`config.mk`:
```
export PLATFORM = sky130hd
export DESIGN_NAME = erf_ram
export DESIGN_NICKNAME = d
export VERILOG_FILES = /design/src/rtl/core/erf_ram.sv
export SDC_FILE = /design/constraint.sdc
export NUM_CORES = 2
export LEC_CHECK = 0
export BUFFER_PORTS_ARGS = -buffer_cell sky130_fd_sc_hd__buf_2
export CELL_PAD_IN_SITES_DETAIL_PLACEMENT = 0
export CELL_PAD_IN_SITES_GLOBAL_PLACEMENT = 2
export CORE_MARGIN = 10
export CORE_UTILIZATION = 35
export DETAILED_ROUTE_END_ITERATION = 6
export PLACE_DENSITY = 0.57
export SYNTH_ARGS = -nofsm -noshare
export SYNTH_HDL_FRONTEND = slang
export SYNTH_SLANG_ARGS = --single-unit
export TNS_END_PERCENT = 50
```
`constraint.sdc`:
```
create_clock -name clk -period 5.2 [get_ports clk]
set_clock_uncertainty 0.2 [all_clocks]
set_input_delay 1.3 -clock clk [delete_from_list [all_inputs] [get_ports clk]]
set_output_delay 1.3 -clock clk [all_outputs]
set_load 0.01 [all_outputs]
```
`src/rtl/core/erf_ram.sv`:
```
// ----------------------------------------------------------------------------
// erf_ram
// Generic single write port RAM with one registered read port.
// ----------------------------------------------------------------------------
module erf_ram #(
  parameter int WIDTH = 32,
  parameter int DEPTH = 128
) (
  input  logic                     clk,
  input  logic                     we,
  input  logic [$clog2(DEPTH)-1:0] waddr,
  input  logic [WIDTH-1:0]         wdata,
  input  logic                     re,
  input  logic [$clog2(DEPTH)-1:0] raddr,
  output logic [WIDTH-1:0]         rdata
);

  logic [WIDTH-1:0] mem [DEPTH];

  always_ff @(posedge clk) begin
    if (we) begin
      mem[waddr] <= wdata;
    end
    if (re) begin
      rdata <= mem[raddr];
    end
  end

endmodule

```
### Word-level counts from Yosys, hierarchy flattened

Memory sizes are Yosys's and may differ from the RTL's. A register that Yosys moved wholly into a read port is not among the register bits.
Cells that the tools add are included.

| word-level totals | value |
|---|---|
| bits in registers | 0 |
| memory bits (writable) | 4096 |
| input bits | 49 |
| output and inout port bits | 32 |
| logic and storage cells | 3 |
| memories | 1 |

Memories:

| memory | depth | width | read ports | clocked after memory_dff | write ports | line | text |
|---|---|---|---|---|---|---|---|
| mem | 128 | 32 | 1 | 1 | 1 | 18 | `logic [WIDTH-1:0] mem [DEPTH];` |

| cells by class | value |
|---|---|
| multiplexer cells | 2 |

Operator list:

| operator | number |
|---|---|
| $mux W1 | 2 |

### Longest topological paths before layout

| logic depth | value |
|---|---|
| depth after elaboration | 2 |
| mapped depth | 8 |
| gate-level depth less buffers | 4 |

### Least setup slack after synthesis

OpenSTA, ideal clock, no wires.

| path | value |
|---|---|
| path type | in2reg |
| start | in we |
| end | mem mem[98][0] (enable) |
| setup time | 0.461 ns |
| arrival | 4.078 ns |
| required time | 4.539 ns |
| slack | 0.461 ns |
| stages | 3 |
| path buffers | 1 |
| cells stage by stage | clkbuf_1 > nand4_1 > nor3_1 |

| on the way | value |
|---|---|
| longest elaborated chain between the ends | 2 |

RTL lines:

| element | line | text |
|---|---|---|
| start: declaration | 10 | `input logic we,` |
| $mux W1 | 21 | `if (we) begin` |
| $mux W1 (implied by the code) | 22 | `mem[waddr] <= wdata;` |
| end: declaration | 18 |  |

Every way passes these cells.

==> qor.yml <==
outcome:
  status: "finished, final reports clean"
timing:
  finalMaxSlewViolations: 0
  post-route-period-util_pct: 78.5
  worstMarginPinSlew_ps: 1210
  layout_setup_ws_ps: 1120
  relSlewSlack_pct: 19.6
  rsz0062_at_grt: "false"
  final_hold_viol_count: 0
  setup_tns_ps: 0
  fin_crit_ps: 4080
  finalSetupViolations: 0
  max_freq_mhz: 245
finish:
  area_growth_pct: 16.7
  fillers: 38200
  final_nets: 6657
  utilization_pct: 41.0
  drive_gt1_share_pct: 37.2
  finalInstanceArea_sq_um: 183000
clock_network:
  cts_tree: "yes"
  numCtsBuffers: 432
  clock-sinks: 4128
  cts_resized: 0
  hold_buffers: 0
  cts-root-buf: "clkbuf_16"
  h-tree-depth: 5
  clkLatencyLatePin_ps: 1010
  post-cts-setup-buffer-count: 0
  cts_buffer_depth: 4
  clk_pin_slew_worst_paths_ps: 60
placed_design:
  routabilityCongestion: 0.776
  place.detailed.hpwl_microns: 276000
  io_buffers: 80
  dpl_cell_area_sq_um: 169000
  dp_slack_ps: 118
synthesis:
  synth_most_common_cell: "edfxtp_1"
  synthCells: 5990
  yosysUniqueCellTypes: 16
  synth.area.top_cells: "edfxtp_1 79%, mux4_2 19%, clkbuf_1 0.44%, nor2_1 0.29%, buf_2 0.25%"
  synth.cell_area_sq_um: 157000
  ys.flop_type: "edfxtp_1"
  synth-edff-count: 4128
  synth_nets: 6039
  netlist.area_leader.share_pct: 79.2
  seq_area_frac_synth_pct: 79.2
  ys_seq_elements: 4128
  syn_area_per_cell_sq_um: 26.1
  synthArstFlopShare_pct: 0
  post-synth-top-area-cell: "edfxtp_1"
  yosysWarnings: 0
  ys_top_cells_by_count: "4128 x edfxtp_1, 1344 x mux4_2, 182 x clkbuf_1"
grt:
  grt_max_degree: 129
  grt_usage_pct: 19.8
  grt_pass1_wl_microns: 649000
  first_global_vias: 73700
  gr-total-overflow: 0
  antenna_found_initial: 75
worst_hold_path:
  hold_path.class: "primary input to flop"
  holdPathStages: 1
drt:
  postRouteAntennaNets: 0
  drt_iter0_drc: 9568
  drc_errors: 0
  dr.pass1.iters: 5
  wl_per_cell_microns: 36.9
  viasPerCell: 5.59
  vias: 72300
  drt-total-wl_microns: 478000
run:
  maxCapViolCount: 0
power_and_ir_drop:
  p_int_mw: 55.2
  p_comb_share_pct: 5.5
  cellLeakagePower_nw: 55.6
  p_seq_share_pct: 52.2
  switching_share_pct: 22.0
  max-vdd-ir-drop_v: 0.000300
  switchingPower_mw: 15.5
  power_density_nw_per_um2: 387
  power.share.clock_pct: 42.4
  p_total_mw: 70.8
critical_path:
  critical_path.endpoint_type: "flop"
  worstPathRequired_ps: 5730
  cp-start-kind: "primary input"
  cpMostUsedCell: "buf_12"
  path_cells: "buf_12 -> buf_12 -> buf_12 -> buf_12 -> buf_12 -> mux4_2 -> mux4_2 -> mux4_2 -> mux2_2"
  critical_path.max_stage_delay_ps: 680
  arrival_ps: 4610
  critical-path-slowest-cell: "mux4_2"
  rr_worst_depth: 4
  worst-setup-path-type: "primary input to flop"
  path_max_fanout: 25
floorplanning:
  die_y_microns: 689
  rows: 245
  die-area_sq_um: 475000
  floorplan.initialDensity_pct: 35.2
  core_region_area_sq_um: 445000
  fp.dieW_microns: 689
  ioPinCount: 81
layout by cell type, fill, tap and decap left out, drive strengths merged:
master | netlist | layout
nor2b | 7 | 7
or3 | 1 | 1
diode | 0 | 40
nand3 | 12 | 12
nor2 | 122 | 122
mux2 | 32 | 32
clkinvlp | 0 | 11
inv | 0 | 10
buf | 134 | 500
nand2b | 2 | 2
edfxtp | 4128 | 4128
nand4 | 3 | 3
nand2 | 14 | 14
clkbuf | 182 | 522
nor3 | 9 | 9
bufinv | 0 | 34
mux4 | 1344 | 1344
clkinv | 0 | 208
critical path: cells and delay by family:
family / cells / cell delay, ps
buffers and inverters: 5 / 1030
multiplexers: 4 / 2170
worst paths after layout:
check	slack, ps	endpoint	startpoint
worst max-delay path	1120	rdata[31]	raddr[0]
worst min register to register	1000	rdata[27]	mem[109][27]
worst min-delay path	580	mem[36][6]	wdata[6]
worst max register to register	2170	rdata[13]	mem[47][13]
sequential cells by signal (all words and copies together), names as in the netlist:
signal and cells:
mem 4096, rdata 32
cells by family (layout without fill, tap and decap cells):
| logic type | count (synthesis) | in the layout | synth area share [%] |
|---|---|---|---|
| multiplexers | 1376 | 1376 | 19.6 |
| other | 0 | 40 | 0 |
| buffers and inverters | 316 | 1285 | 0.837 |
| flip-flops | 4128 | 4128 | 79.2 |
| AND/OR/NAND/NOR | 170 | 170 | 0.445 |
cell type report:
| class | count | area [sq um] | area share, % |
|---|---|---|---|
| timing repair buffer | 500 | 5430 | 2.97 |
| antenna | 40 | 100 | 0.0548 |
| multi-input combinational | 1546 | 32300 | 17.7 |
| sequential | 4128 | 124000 | 67.8 |
| clock buffer | 522 | 11200 | 6.13 |
| tap | 5928 | 7420 | 4.06 |
| clock inverter | 263 | 2390 | 1.31 |
power groups by stage:
stage	Sequential, mW	Combinational (mW)	Clock [mW]
after floorplan	37.5	1.77	0
after global placement	37.6	3.89	0
after detailed placement	37.6	3.94	0
after CTS	36.9	3.94	30.6
after global routing	36.9	4.03	32.0
final	36.9	3.86	30.0
per-stage QoR:
stage | instances | hold slack [ps]
final | 12900 | 581
after global routing | 12900 | 536
after CTS | 12900 | 489
after detailed placement | 12100 | 1020
after global placement | 12100 | 1010
after floorplan | 5990 | 949
per-layer routing:
metal / track usage [%] / share of wire [%] / vias up
li1: - / - / 27800
met1: 28.9 / 43 / 41100
met2: 31.7 / 48 / 2871
met3: 3.54 / 7.7 / 487
met4: 3.68 / 1.6 / 12
met5: 0 / 0.015 / -
No activity file was read; power rests on OpenSTA's default activity.
